<file path="config.mk">
export PLATFORM = sky130hd
export DESIGN_NAME = quoted_delimiter_tokenizer_unit
export DESIGN_NICKNAME = d
export VERILOG_FILES = /design/src/qdt_pkg.sv /design/src/qdt_cfg_regs.sv /design/src/qdt_core.sv /design/src/quoted_delimiter_tokenizer_unit.sv
export SDC_FILE = /design/constraint.sdc
export NUM_CORES = 1
export LEC_CHECK = 0
export CAP_MARGIN = 20
export CORE_MARGIN = 5
export CORE_UTILIZATION = 55
export DETAILED_ROUTE_END_ITERATION = 12
export DONT_BUFFER_PORTS = 1
export PLACE_DENSITY = 0.7
export SLEW_MARGIN = 20
export SYNTH_ARGS = -nofsm -noshare
export SYNTH_HDL_FRONTEND = slang
export SYNTH_SLANG_ARGS = --single-unit
</file>
<file path="constraint.sdc">
create_clock -name clk_i -period 4.2 [get_ports clk_i]
set_input_delay 0.21 -clock clk_i [delete_from_list [all_inputs] [get_ports clk_i]]
set_output_delay 0.21 -clock clk_i [all_outputs]
set_load 0.005 [all_outputs]
</file>
<file path="src/qdt_pkg.sv">
// Shared types and constants for the quote-aware delimiter tokenizer.
// Used by qdt_cfg_regs, qdt_core and the top level; no dependencies.
`timescale 1ns / 1ps

package qdt_pkg;

  localparam int unsigned ByteW        = 8;
  localparam int unsigned NumDelimRegs = 4;
  localparam int unsigned MaxDelims    = 4;
  localparam int unsigned DelimCntW    = 3;
  localparam int unsigned CfgIdxW      = 3;

  // Delimiter slots actually compared: the smaller of the register count and the limit
  localparam int unsigned DelimLimit =
      (MaxDelims < NumDelimRegs) ? MaxDelims : NumDelimRegs;

  // Register index map
  localparam logic [CfgIdxW-1:0] CFG_DELIM_0     = 3'd0;
  localparam logic [CfgIdxW-1:0] CFG_DELIM_COUNT = 3'd4;

  // Reset values
  localparam logic [ByteW-1:0]     DELIM_0_RST     = 8'd32;
  localparam logic [ByteW-1:0]     DELIM_1_RST     = 8'd9;
  localparam logic [ByteW-1:0]     DELIM_2_RST     = 8'd0;
  localparam logic [ByteW-1:0]     DELIM_3_RST     = 8'd0;
  localparam logic [DelimCntW-1:0] DELIM_COUNT_RST = 3'd1;

  // Quote marks
  localparam logic [ByteW-1:0] DQ_MARK = 8'h22;
  localparam logic [ByteW-1:0] SQ_MARK = 8'h27;

  typedef struct packed {
    logic [NumDelimRegs-1:0][ByteW-1:0] delim;
    logic [DelimCntW-1:0]               count;
  } delim_cfg_t;

endpackage

</file>
<file path="src/qdt_cfg_regs.sv">
// Delimiter configuration registers with the plain write port decode.
// Depends on qdt_pkg.
`timescale 1ns / 1ps

module qdt_cfg_regs (
  input  logic                        clk_i,
  input  logic                        rst_ni,
  input  logic                        cfg_we_i,
  input  logic [qdt_pkg::CfgIdxW-1:0] cfg_idx_i,
  input  logic [qdt_pkg::ByteW-1:0]   cfg_data_i,
  output qdt_pkg::delim_cfg_t         cfg_o
);

  qdt_pkg::delim_cfg_t cfg_q, cfg_d;

  always_comb begin
    cfg_d = cfg_q;
    if (cfg_we_i) begin
      if (cfg_idx_i < qdt_pkg::CFG_DELIM_COUNT) begin
        cfg_d.delim[cfg_idx_i[1:0]] = cfg_data_i;
      end else if (cfg_idx_i == qdt_pkg::CFG_DELIM_COUNT) begin
        cfg_d.count = cfg_data_i[qdt_pkg::DelimCntW-1:0];
      end
    end
  end

  always_ff @(posedge clk_i or negedge rst_ni) begin
    if (!rst_ni) begin
      cfg_q.delim[0] <= qdt_pkg::DELIM_0_RST;
      cfg_q.delim[1] <= qdt_pkg::DELIM_1_RST;
      cfg_q.delim[2] <= qdt_pkg::DELIM_2_RST;
      cfg_q.delim[3] <= qdt_pkg::DELIM_3_RST;
      cfg_q.count    <= qdt_pkg::DELIM_COUNT_RST;
    end else begin
      cfg_q <= cfg_d;
    end
  end

  assign cfg_o = cfg_q;

endmodule

</file>
<file path="src/qdt_core.sv">
// Tokenizer datapath: input register, quote/token state, result register.
// Depends on qdt_pkg; delimiter settings come from qdt_cfg_regs.
`timescale 1ns / 1ps

module qdt_core (
  input  logic                      clk_i,
  input  logic                      rst_ni,
  input  qdt_pkg::delim_cfg_t       cfg_i,
  input  logic                      in_valid_i,
  output logic                      in_ready_o,
  input  logic [qdt_pkg::ByteW-1:0] in_ch_i,
  input  logic                      in_eot_i,
  output logic                      out_valid_o,
  input  logic                      out_ready_i,
  output logic [qdt_pkg::ByteW-1:0] out_byte_o,
  output logic                      out_byte_valid_o,
  output logic                      out_token_end_o,
  output logic                      out_list_end_o
);

  // Input stage
  logic                      in_valid_q, in_valid_d;
  logic [qdt_pkg::ByteW-1:0] in_ch_q;
  logic                      in_eot_q;

  // Tokenizer state
  logic dq_q, dq_d;
  logic sq_q, sq_d;
  logic tne_q, tne_d;

  // Result stage
  logic                      out_valid_q, out_valid_d;
  logic [qdt_pkg::ByteW-1:0] res_byte_q, res_byte_d;
  logic                      res_bv_q, res_bv_d;
  logic                      res_te_q, res_te_d;
  logic                      res_le_q, res_le_d;

  logic advance;
  logic has_res;
  logic delim_hit;
  logic quoted;

  assign advance    = in_valid_q && (!out_valid_q || out_ready_i);
  assign in_ready_o = !in_valid_q || advance;

  always_comb begin
    delim_hit = 1'b0;
    for (int k = 0; k < qdt_pkg::NumDelimRegs; k++) begin
      if ((k < qdt_pkg::DelimLimit) && (k < int'(cfg_i.count)) &&
          (cfg_i.delim[k] == in_ch_q)) begin
        delim_hit = 1'b1;
      end
    end
  end

  assign quoted = dq_q || sq_q;

  always_comb begin
    dq_d       = dq_q;
    sq_d       = sq_q;
    tne_d      = tne_q;
    has_res    = 1'b0;
    res_byte_d = '0;
    res_bv_d   = 1'b0;
    res_te_d   = 1'b0;
    res_le_d   = 1'b0;
    priority if (in_eot_q) begin
      // End of text closes the list even inside an open quote
      has_res  = 1'b1;
      res_te_d = tne_q;
      res_le_d = 1'b1;
      dq_d     = 1'b0;
      sq_d     = 1'b0;
      tne_d    = 1'b0;
    end else if (!quoted && delim_hit) begin
      // Drop delimiters that would close an empty token
      has_res  = tne_q;
      res_te_d = 1'b1;
      tne_d    = 1'b0;
    end else if ((in_ch_q == qdt_pkg::DQ_MARK) && !sq_q) begin
      dq_d = !dq_q;
    end else if ((in_ch_q == qdt_pkg::SQ_MARK) && !dq_q) begin
      sq_d = !sq_q;
    end else begin
      has_res    = 1'b1;
      res_byte_d = in_ch_q;
      res_bv_d   = 1'b1;
      tne_d      = 1'b1;
    end
  end

  always_comb begin
    in_valid_d = in_valid_q;
    if (in_ready_o) begin
      in_valid_d = in_valid_i;
    end
    out_valid_d = out_valid_q;
    if (advance) begin
      out_valid_d = has_res;
    end else if (out_ready_i) begin
      out_valid_d = 1'b0;
    end
  end

  always_ff @(posedge clk_i or negedge rst_ni) begin
    if (!rst_ni) begin
      in_valid_q  <= 1'b0;
      out_valid_q <= 1'b0;
      dq_q        <= 1'b0;
      sq_q        <= 1'b0;
      tne_q       <= 1'b0;
    end else begin
      in_valid_q  <= in_valid_d;
      out_valid_q <= out_valid_d;
      if (advance) begin
        dq_q  <= dq_d;
        sq_q  <= sq_d;
        tne_q <= tne_d;
      end
    end
  end

  always_ff @(posedge clk_i) begin
    if (in_ready_o && in_valid_i) begin
      in_ch_q  <= in_ch_i;
      in_eot_q <= in_eot_i;
    end
    if (advance && has_res) begin
      res_byte_q <= res_byte_d;
      res_bv_q   <= res_bv_d;
      res_te_q   <= res_te_d;
      res_le_q   <= res_le_d;
    end
  end

  assign out_valid_o      = out_valid_q;
  assign out_byte_o       = res_byte_q;
  assign out_byte_valid_o = res_bv_q;
  assign out_token_end_o  = res_te_q;
  assign out_list_end_o   = res_le_q;

endmodule

</file>
<file path="src/quoted_delimiter_tokenizer_unit.sv">
// Path: a byte accepted at the input passes through the input register, then the
//   result register, before its result can transfer.
// Throughput: one byte per cycle unless the output stalls, set by the single-pass
//   decision between the two registers; quote marks and dropped delimiters give
//   no transfer.
// Reset: rst_ni clears quote and token state, both stage valids, and loads
//   the delimiter registers with their defaults.
`timescale 1ns / 1ps

module quoted_delimiter_tokenizer_unit (
  input  logic                        clk_i,
  input  logic                        rst_ni,
  // Configuration write port
  input  logic                        cfg_we_i,
  input  logic [qdt_pkg::CfgIdxW-1:0] cfg_idx_i,
  input  logic [qdt_pkg::ByteW-1:0]   cfg_data_i,
  // Input stream
  input  logic                        s_axis_tvalid,
  output logic                        s_axis_tready,
  input  logic [7:0]                  s_axis_tdata,  // [7:0] ch
  input  logic                        s_axis_tlast,  // end_of_text
  // Output stream
  output logic                        m_axis_tvalid,
  input  logic                        m_axis_tready,
  output logic [7:0]                  m_axis_tdata,  // [7:0] out_byte
  output logic [1:0]                  m_axis_tuser,  // [0] byte_valid, [1] token_end
  output logic                        m_axis_tlast   // list_end
);

  qdt_pkg::delim_cfg_t cfg;

  qdt_cfg_regs u_cfg_regs (
    .clk_i      (clk_i),
    .rst_ni     (rst_ni),
    .cfg_we_i   (cfg_we_i),
    .cfg_idx_i  (cfg_idx_i),
    .cfg_data_i (cfg_data_i),
    .cfg_o      (cfg)
  );

  qdt_core u_core (
    .clk_i            (clk_i),
    .rst_ni           (rst_ni),
    .cfg_i            (cfg),
    .in_valid_i       (s_axis_tvalid),
    .in_ready_o       (s_axis_tready),
    .in_ch_i          (s_axis_tdata),
    .in_eot_i         (s_axis_tlast),
    .out_valid_o      (m_axis_tvalid),
    .out_ready_i      (m_axis_tready),
    .out_byte_o       (m_axis_tdata),
    .out_byte_valid_o (m_axis_tuser[0]),
    .out_token_end_o  (m_axis_tuser[1]),
    .out_list_end_o   (m_axis_tlast)
  );

endmodule

</file>
# After elaboration in Yosys (flattened, before gate mapping)
# Index checks and enable logic that the tools add are counted.
# totals
in_bits	25
word_cells	91
output_inout_bits	13
regBits	60
# classes
n_mux	27
magnitude_cmp	7
n_bitwise	1
n_reduce_logical	29
eq_ne	11
# ops
op	count
32-bit bitwise mux	1
8-bit equality test	4
1-bit two-way mux	24
8-bit demux with 2-bit select	1
8-bit by 6-bit equality test with 1-bit output, second input constant	2
1-bit logical AND	11
3-bit AND reduction	3
8-bit two-way mux	1
1-bit by 3-bit less-than comparator with 1-bit output, first input constant	2
2-bit by 3-bit less-than comparator with 1-bit output, first input constant	2
3-bit by 1-bit inequality test with 1-bit output, second input constant	2
2-bit nonzero test	3
1-bit zero test	5
2-bit by 1-bit inequality test with 1-bit output, second input constant	2
4-bit AND reduction	1
4-bit OR reduction	1
3-bit equality test, second input constant	1
1-bit logical OR	3
2-bit by 3-bit less-than comparator with 1-bit output, second input constant	1
3-bit less-than comparator, second input constant	1
2-bit by 1-bit greater-or-equal comparator with 1-bit output, second input constant	1
2-bit AND reduction	1
2-bit OR reduction	1
1-bit NOT	1

# Longest topological paths before layout
# Gate-level depths: netlist of run 1.
# logic_depth
word_depth	10
depth_mapped	8

# Cells and area by module
# From an unflattened synthesis of run 1, not the netlist that was laid out.
# hier_totals
cells_unflattened	203
hier_area_um2	2831.5
# modules_own_cells
module	area_per_inst_um2	seq_area_each_um2	n_inst	cells_each
qdt_core	1470.2	725.7	1	126
qdt_cfg_regs	1361.3	880.8	1	77

# Worst setup path before layout of run 1
# No wires, ideal clock.
# synth_timing
path_type	register to register
from	reg u_core.in_ch_q[5] in the netlist's numbering
to	reg u_core.res_byte_q, in the netlist u_core.out_byte_o[0], enable pin
arrival_ns	2.613
setup_slack_ns	1.190
stages_incl_launch_ff	9
synth_period_minus_slack_ns	3.010
path_cell_list	edfxtp_1 buf_6 xor2_1 or4_1 nor3_2 nor4_1 or2_0 buf_2 a211oi_1
# synth_between
elab_chain_cells	10
elab_cells_between_ends	22
# synth_rtl
element	line_no	source
from (decl)	qdt_core.sv:23	logic [qdt_pkg::ByteW-1:0] in_ch_q;
from (signal assigned)	qdt_core.sv:125	in_ch_q <= in_ch_i;
8-bit equality test	qdt_core.sv:50	(cfg_i.delim[k] == in_ch_q)) begin
1-bit logical AND	qdt_core.sv:49	if ((k < qdt_pkg::DelimLimit) && (k < int'(cfg_i.count)) &&
1-bit two-way mux (4 in a row)	qdt_core.sv:49	
1-bit logical AND	qdt_core.sv:75	end else if (!quoted && delim_hit) begin
1-bit two-way mux *	qdt_core.sv:75	
1-bit two-way mux *	qdt_core.sv:67	priority if (in_eot_q) begin
1-bit logical AND *	qdt_core.sv:128	if (advance && has_res) begin
to (signal assigned)	qdt_core.sv:129	res_byte_q <= res_byte_d;
to (decl)	qdt_core.sv:33	logic [qdt_pkg::ByteW-1:0] res_byte_q, res_byte_d;
# Mark *: on every way between the ends. The rest lies on a longest branch, timed or not.
# A chain may end at the register's enable or synchronous reset.

# Worst setup path after layout of run 1
# layout_timing
from	reg u_core.in_ch_q[2] in the netlist's numbering
to	reg u_core.res_byte_q, in the netlist u_core.out_byte_o[5], enable pin
# The elaborated chain is that of the path after synthesis.

==> impl_metrics.sql, run 1 <==
INSERT INTO impl_metrics (metric_group, metric, value, unit) VALUES
('floorplan', 'core.rowCount', '26', ''),
('floorplan', 'die_area', '6620', 'um^2'),
('clock_tree', 'cts_tree', 'yes', ''),
('clock_tree', 'clockBufferDepth', '2', ''),
('synth', 'ys_types', '39', ''),
('floorplan', 'placeableCoreArea', '5010', 'um^2'),
('synth', 'synth_enable_flop_cells', '20', ''),
('synth', 'yosys_warnings', '0', ''),
('routing', 'routed_via_density', '5.65', ''),
('placed_design', 'dp.final_hpwl', '3990', 'um'),
('synth', 'synth_seq_area_share', '0.574', ''),
('worst_setup_path', 'logic_depth_of_the_worst_register_to_register_path', '7', ''),
('timing', 'fin_setup_tns', '0', 'ns'),
('synth', 'synth.avg_cell_area', '13.4', 'um^2'),
('worst_setup_path', 'arrival', '2.71', 'ns'),
('layout', 'n_fill_cell', '410', ''),
('power', 'cellPowerDensity', '494', 'nW/um^2'),
('global_route', 'globalRouteOverflowTotal', '0', ''),
('clock_tree', 'num_cts_buffers', '9', ''),
('routing', 'detail_route.iter0.violations', '91', ''),
('worst_setup_path', 'crit-reg2reg-launch', 'u_core.in_ch_q[2]', ''),
('global_route', 'grt_antenna_before_repair', '0', ''),
('routing', 'drtPass1Iterations', '4', ''),
('power', 'power.leakage', '1.19', 'nW'),
('timing', 'fin_skew', '0.00392', 'ns'),
('layout', 'area_growth', '12.4', '%'),
('timing', 'timing.final.max_slew_violations', '0', ''),
('clock_tree', 'clk_root_buffer_cell', 'sky130_fd_sc_hd__clkbuf_8', ''),
('worst_setup_path', 'regToRegSetupSlack', '1.53', 'ns'),
('layout', 'most_frequent_cells_in_the_layout', '36 x sky130_fd_sc_hd__dfrtp_1, 35 x sky130_fd_sc_hd__mux2_2, 28 x sky130_fd_sc_hd__xnor2_1, 20 x sky130_fd_sc_hd__edfxtp_1, 11 x sky130_fd_sc_hd__dlygate4sd3_1', ''),
('worst_setup_path', 'critPathRequiredTime', '4.24', 'ns'),
('timing', 'hold_viol', '0', ''),
('synth', 'synth-main-ff-cell', 'sky130_fd_sc_hd__dfrtp_1', ''),
('job', 'cap_violations', '0', ''),
('worst_setup_path', 'crit_fanout', '11', ''),
('timing', 'final_period_minus_worst_setup_slack', '2.67', 'ns'),
('timing', 'timing.slew.headroom', '0.316', ''),
('synth', 'synth_seq_cells', '60', ''),
('clock_tree', 'cts.reportedPaths.clkPinSlew', '0.06', 'ns'),
('layout', 'layout-drive-gt1-share', '0.260', ''),
('global_route', 'via_count_of_the_first_global_routing_pass', '1757', ''),
('global_route', 'grtUsageTotal', '0.191', ''),
('synth', 'mappedNetlistArea', '2800', 'um^2'),
('worst_setup_path', 'type_of_element_capturing_the_critical_path', 'flip-flop', ''),
('hold_path', 'min_to', 'u_cfg_regs.cfg_o[27]', ''),
('floorplan', 'num_io_pins', '38', ''),
('layout', 'post_layout_nonfiller_instances', '297', ''),
('hold_path', 'timing.hold.worst.class', 'in2reg', ''),
('floorplan', 'die_h', '81.4', 'um'),
('placed_design', 'finalWeightedCongestion', '0.871', ''),
('timing', 'worstMarginPinSlew', '1.02', 'ns'),
('synth', 'synthCells', '209', ''),
('worst_setup_path', 'critical_path.startpoint_type', 'flip-flop', ''),
('hold_path', 'hold_critical_path_depth', '1', ''),
('placed_design', 'placement.io_buffers', '0', ''),
('layout', 'largest_register_ff_count', '35', ''),
('worst_setup_path', 'crit_type', 'reg2reg', ''),
('routing', 'ant_nets', '0', ''),
('placed_design', 'dp_cells', '269', ''),
('timing', 'period_share', '0.636', ''),
('timing', 'setup_viol', '0', ''),
('synth', 'synth.net_count', '234', ''),
('floorplan', 'floorplan.initialDensity', '0.559', ''),
('routing', 'wire_per_inst', '18.5', 'um'),
('routing', 'drcViolationCount', '0', ''),
('synth', 'synth_async_sr_flop_share', '0.667', ''),
('status', 'status', 'complete, no violations', ''),
('floorplan', 'die_width', '81.4', 'um'),
('layout', 'layout.cells.most_common', 'sky130_fd_sc_hd__dfrtp_1', ''),
('timing', 'max_freq', '0.374', 'GHz'),
('clock_tree', 'postCtsSetupBuffers', '0', '');
## critical path, cell delays in order, from the launching register on
cell	delay, ns
sky130_fd_sc_hd__edfxtp_1	0.53
sky130_fd_sc_hd__xor2_1	0.21
sky130_fd_sc_hd__or4_1	0.52
sky130_fd_sc_hd__nor3_2	0.11
sky130_fd_sc_hd__nor4_1	0.12
sky130_fd_sc_hd__or2_0	0.36
sky130_fd_sc_hd__a211oi_1	0.28
sky130_fd_sc_hd__buf_4	0.23
## worst max path at each step
stage	start	to	slack, ns	cells after the start
2_1_floorplan	u_core.in_ch_q[5]	u_core.out_byte_o[0]	1.19	8
3_3_place_gp	u_core.in_ch_q[2]	u_core.out_byte_o[5]	1.66	7
3_5_place_dp	u_core.in_ch_q[2]	u_core.out_byte_o[1]	1.55	7
4_1_cts	u_core.in_ch_q[2]	u_core.out_byte_o[1]	1.55	7
5_1_grt	u_core.in_ch_q[2]	u_core.out_byte_o[1]	1.33	7
6_report	u_core.in_ch_q[2]	u_core.out_byte_o[5]	1.53	7
## final cells by class
class                   instances  area [um^2]  share of cell area
clock buffers                  14          153              0.0485
clock inverters                 2         33.8              0.0107
inverters                       2         7.51             0.00239
multi-input cells             134         1110               0.351
flip-flops and latches         60         1610               0.511
well taps                      70         87.6              0.0278
repair buffers                 15          153              0.0485
## metrics by stage
step | hold slack (ns) | instance area (um^2) | setup slack, ns | power [mW] | util
CTS | 0.00771 | 3150 | 1.55 | 1.56 | 0.628
detailed placement | -0.0839 | 2830 | 1.55 | 1.05 | 0.565
global placement | -0.0842 | 2830 | 1.66 | 1.04 | 0.565
finish | 0.0236 | 3150 | 1.53 | 1.55 | 0.628
global route | 0.00362 | 3150 | 1.33 | 1.64 | 0.628
floorplan | -0.0856 | 2800 | 1.19 | 0.997 | -
## power breakdown
group | switching [mW] | internal (mW) | total, mW
sequential | 0.0907 | 0.719 | 0.810
clock | 0.201 | 0.289 | 0.490
combinational | 0.102 | 0.151 | 0.253
## kinds of logic after synthesis
logic type      synth area share
mux                        0.141
compound gates            0.0402
simple gates               0.114
xor+xnor                   0.100
flops                      0.574
buf+inv                   0.0313
## cell usage after synthesis, drive strengths merged, types with 5 or more instances
library cell	number	area, um^2
dfrtp	36	901
nor3	7	40.0
nand2	5	18.8
mux2	35	394
edfxtp	20	601
o21ai	5	25.0
buf	11	72.6
xnor2	28	245
nand3	5	25.0
and4	5	43.8
a21oi	5	25.0
## layer usage
metal	global-route usage	part of all wire
met5	0	0
met2	0.272	0.46
met4	0.0861	0.016
met3	0.0576	0.070
met1	0.269	0.45
## what timing repair did
item                                    in CTS  in global routing
gates resized for setup                      0                  0
hold buffers                                12                  0
endpoints found under the setup margin       0                  0
hold endpoints to repair                    50                  0
Power figures use the tool's default switching activity.
==> run 2: changes to the inputs <==
PLACE_DENSITY = 0.73   (was 0.7)
clock period = 2.25 ns   (was 4.2 ns; I/O delays follow)
==> impl_metrics.sql, run 2 (synthesis gave the netlist of run 1 again) <==
INSERT INTO impl_metrics (metric_group, metric, value, unit) VALUES
('placed_design', 'dpl_cell_area', '2910', 'um^2'),
('global_route', 'grtUsageTotal', '0.189', ''),
('routing', 'ant_nets', '0', ''),
('worst_setup_path', 'crit-reg2reg-launch', 'u_core.in_ch_q[2]', ''),
('timing', 'layout_setup_ws', '-0.0634', 'ns'),
('layout', 'layout-drive-gt1-share', '0.309', ''),
('power', 'comb_power_share', '0.176', ''),
('floorplan', 'num_io_pins', '38', ''),
('routing', 'vias', '1733', ''),
('job', 'cap_violations', '0', ''),
('clock_tree', 'postCtsSetupBuffers', '0', ''),
('clock_tree', 'num_cts_buffers', '9', ''),
('clock_tree', 'clk_latency', '0.33', 'ns'),
('layout', 'post-route-util', '0.667', ''),
('worst_setup_path', 'crit_fanout', '7', ''),
('clock_tree', 'cts_tree', 'yes', ''),
('global_route', 'grt_antenna_before_repair', '0', ''),
('floorplan', 'floorplan.initialDensity', '0.559', ''),
('layout', 'multi_input_area', '1140', 'um^2'),
('timing', 'fin_skew', '0.00949', 'ns'),
('timing', 'timing.final.max_slew_violations', '0', ''),
('power', 'cellPowerDensity', '886', 'nW/um^2'),
('global_route', 'via_count_of_the_first_global_routing_pass', '1822', ''),
('timing', 'setup_viol', '11', ''),
('routing', 'drcViolationCount', '0', ''),
('status', 'failed_checks', 'negative setup slack', ''),
('global_route', 'met2_usage', '0.300', ''),
('global_route', 'global_route.usage.met1', '0.243', ''),
('timing', 'period_share', '1.03', ''),
('clock_tree', 'htreeDepth', '3', ''),
('layout', 'area_growth', '19.4', '%'),
('layout', 'n_fill_cell', '368', ''),
('timing', 'max_freq', '0.432', 'GHz'),
('floorplan', 'die_h', '81.4', 'um'),
('layout', 'finish.instance_area', '3340', 'um^2'),
('power', 'clockPowerShare', '0.316', ''),
('worst_setup_path', 'crit_start', 'u_core.in_ch_q[2]', ''),
('global_route', 'maximum_number_of_pins_on_one_net_before_global_route_repair', '41', ''),
('clock_tree', 'clock_sinks', '60', ''),
('floorplan', 'die_width', '81.4', 'um'),
('hold_path', 'timing.hold.worst.class', 'in2reg', ''),
('timing', 'rsz0062_at_grt', 'yes', ''),
('worst_setup_path', 'crit_path_end', 'u_core.out_byte_o[0]', ''),
('global_route', 'globalRouteOverflowTotal', '0', ''),
('timing', 'fin_setup_tns', '-0.571', 'ns'),
('timing', 'final_period_minus_worst_setup_slack', '2.31', 'ns'),
('power', 'power.leakage', '1.27', 'nW'),
('power', 'vdd.ir_drop.worst', '0.539', 'mV'),
('worst_setup_path', 'crit_type', 'reg2reg', ''),
('worst_setup_path', 'type_of_element_capturing_the_critical_path', 'flip-flop', ''),
('routing', 'detail_route.iter0.violations', '68', ''),
('floorplan', 'placeableCoreArea', '5010', 'um^2'),
('status', 'status', 'finished, violations left', ''),
('layout', 'largest_register_ff_count', '35', ''),
('layout', 'sequential_cell_area', '1610', 'um^2'),
('routing', 'routed_via_density', '5.54', ''),
('placed_design', 'placement.io_buffers', '0', ''),
('clock_tree', 'cts.reportedPaths.clkPinSlew', '0.06', 'ns'),
('layout', 'most_frequent_cells_in_the_layout', '36 x sky130_fd_sc_hd__dfrtp_1, 35 x sky130_fd_sc_hd__mux2_2, 28 x sky130_fd_sc_hd__xnor2_1, 20 x sky130_fd_sc_hd__edfxtp_1, 19 x sky130_fd_sc_hd__dlygate4sd3_1', ''),
('worst_setup_path', 'regToRegSetupSlack', '-0.06', 'ns'),
('timing', 'hold_viol', '0', ''),
('power', 'cell_internal_pwr', '2.19', 'mW'),
('worst_setup_path', 'critical_path.startpoint_type', 'flip-flop', ''),
('timing', 'worstMarginPinSlew', '0.478', 'ns'),
('power', 'sw_frac_of_total', '0.262', ''),
('global_route', 'globalRouteMet3Util', '0.0543', ''),
('global_route', 'grt_pass1_wl', '9060', 'um'),
('placed_design', 'dp.final_hpwl', '4000', 'um'),
('layout', 'antennaDiodeCount', '0', ''),
('floorplan', 'die_area', '6620', 'um^2'),
('routing', 'drtPass1Iterations', '4', ''),
('global_route', 'top_usage_layer', 'met2', ''),
('power', 'p_sw', '0.776', 'mW'),
('placed_design', 'finalWeightedCongestion', '0.845', ''),
('clock_tree', 'clockBufferDepth', '2', ''),
('floorplan', 'core.rowCount', '26', ''),
('timing', 'timing.slew.headroom', '0.679', ''),
('worst_setup_path', 'endpoint_of_the_worst_register_to_register_path', 'u_core.out_byte_o[0]', ''),
('routing', 'drt-total-wl', '5660', 'um'),
('placed_design', 'detailedPlace.worstSlack', '-0.126', 'ns'),
('clock_tree', 'clk_root_buffer_cell', 'sky130_fd_sc_hd__clkbuf_8', ''),
('layout', 'layout.cells.most_common', 'sky130_fd_sc_hd__dfrtp_1', ''),
('routing', 'wire_per_inst', '18.1', 'um'),
('worst_setup_path', 'arrival', '2.36', 'ns'),
('power', 'pwr-share-seq', '0.508', ''),
('layout', 'nets', '263', ''),
('worst_setup_path', 'logic_depth_of_the_worst_register_to_register_path', '7', ''),
('worst_setup_path', 'critPathRequiredTime', '2.30', 'ns');
run 2: changes by cell type in the layout (fill, tap and decap cells not counted), moves of 2 or more:
cell,delta
sky130_fd_sc_hd__dlygate4sd3_1,+8
sky130_fd_sc_hd__buf_4,+5
sky130_fd_sc_hd__buf_6,+3
sky130_fd_sc_hd__clkbuf_1,-2
sky130_fd_sc_hd__clkinvlp_4,+2
sky130_fd_sc_hd__nor3_1,-2
sky130_fd_sc_hd__nor3_2,+2
sky130_fd_sc_hd__nor4_1,-2
sky130_fd_sc_hd__nor4_2,+2
run 2: critical path, stage by stage, from the launching register on:
cell and delay (ns):
sky130_fd_sc_hd__edfxtp_1 0.42, sky130_fd_sc_hd__xor2_1 0.16, sky130_fd_sc_hd__or4_1 0.52, sky130_fd_sc_hd__nor3_2 0.14, sky130_fd_sc_hd__nor4_2 0.08, sky130_fd_sc_hd__or2_4 0.26
sky130_fd_sc_hd__a211oi_4 0.28, sky130_fd_sc_hd__buf_6 0.17
run 2: through the flow:
stage          power, mW  instances  hold WS, ns
6_report            2.96        313       0.0916
5_1_grt             3.11        313       0.0964
4_1_cts             2.97        313       0.0833
3_5_place_dp        1.98        277       -0.181
3_3_place_gp        1.95        277       -0.181
2_1_floorplan       1.86        209       -0.183
run 2: how the worst min path moves through the flow:
| stage | to | from | cells after the start |
|---|---|---|---|
| detailed placement | u_cfg_regs.cfg_o[23] | rst_ni | 0 |
| floorplan | u_cfg_regs.cfg_o[10] | rst_ni | 0 |
| global route | u_cfg_regs.cfg_o[0] | cfg_idx_i[0] | 2 |
| global placement | u_cfg_regs.cfg_o[20] | rst_ni | 0 |
| finish | u_core.in_valid_q | m_axis_tready | 3 |
| CTS | u_core.in_valid_q | m_axis_tready | 3 |
run 2: power by group through the flow:
stage | clock network [mW] | registers (mW) | logic (mW)
global route | 1.02 | 1.52 | 0.570
floorplan | 0 | 1.46 | 0.403
CTS | 0.960 | 1.50 | 0.509
global placement | 0 | 1.51 | 0.440
finish | 0.937 | 1.50 | 0.520
detailed placement | 0 | 1.52 | 0.454
run 2: final cells by class:
class,count,area share
Clock inverter,4,0.0146
Multi-Input combinational cell,134,0.342
Inverter,2,0.00225
Sequential cell,60,0.481
Tap cell,70,0.0262
Clock buffer,12,0.0434
Timing Repair Buffer,31,0.0909
run 2: timing repair:
item,CTS,global route
resized for setup,2,6
endpoints found under the setup margin,19,20
hold buffers,20,0
gates cloned,0,0
hold endpoints to repair,85,0
pin swaps,0,1
run 2: per-layer routing:
layer | wire (um) | share of wire
met1 | 2550 | 0.45
met2 | 2760 | 0.49
met3 | 284 | 0.050
met4 | 66 | 0.012
met5 | 0 | 0
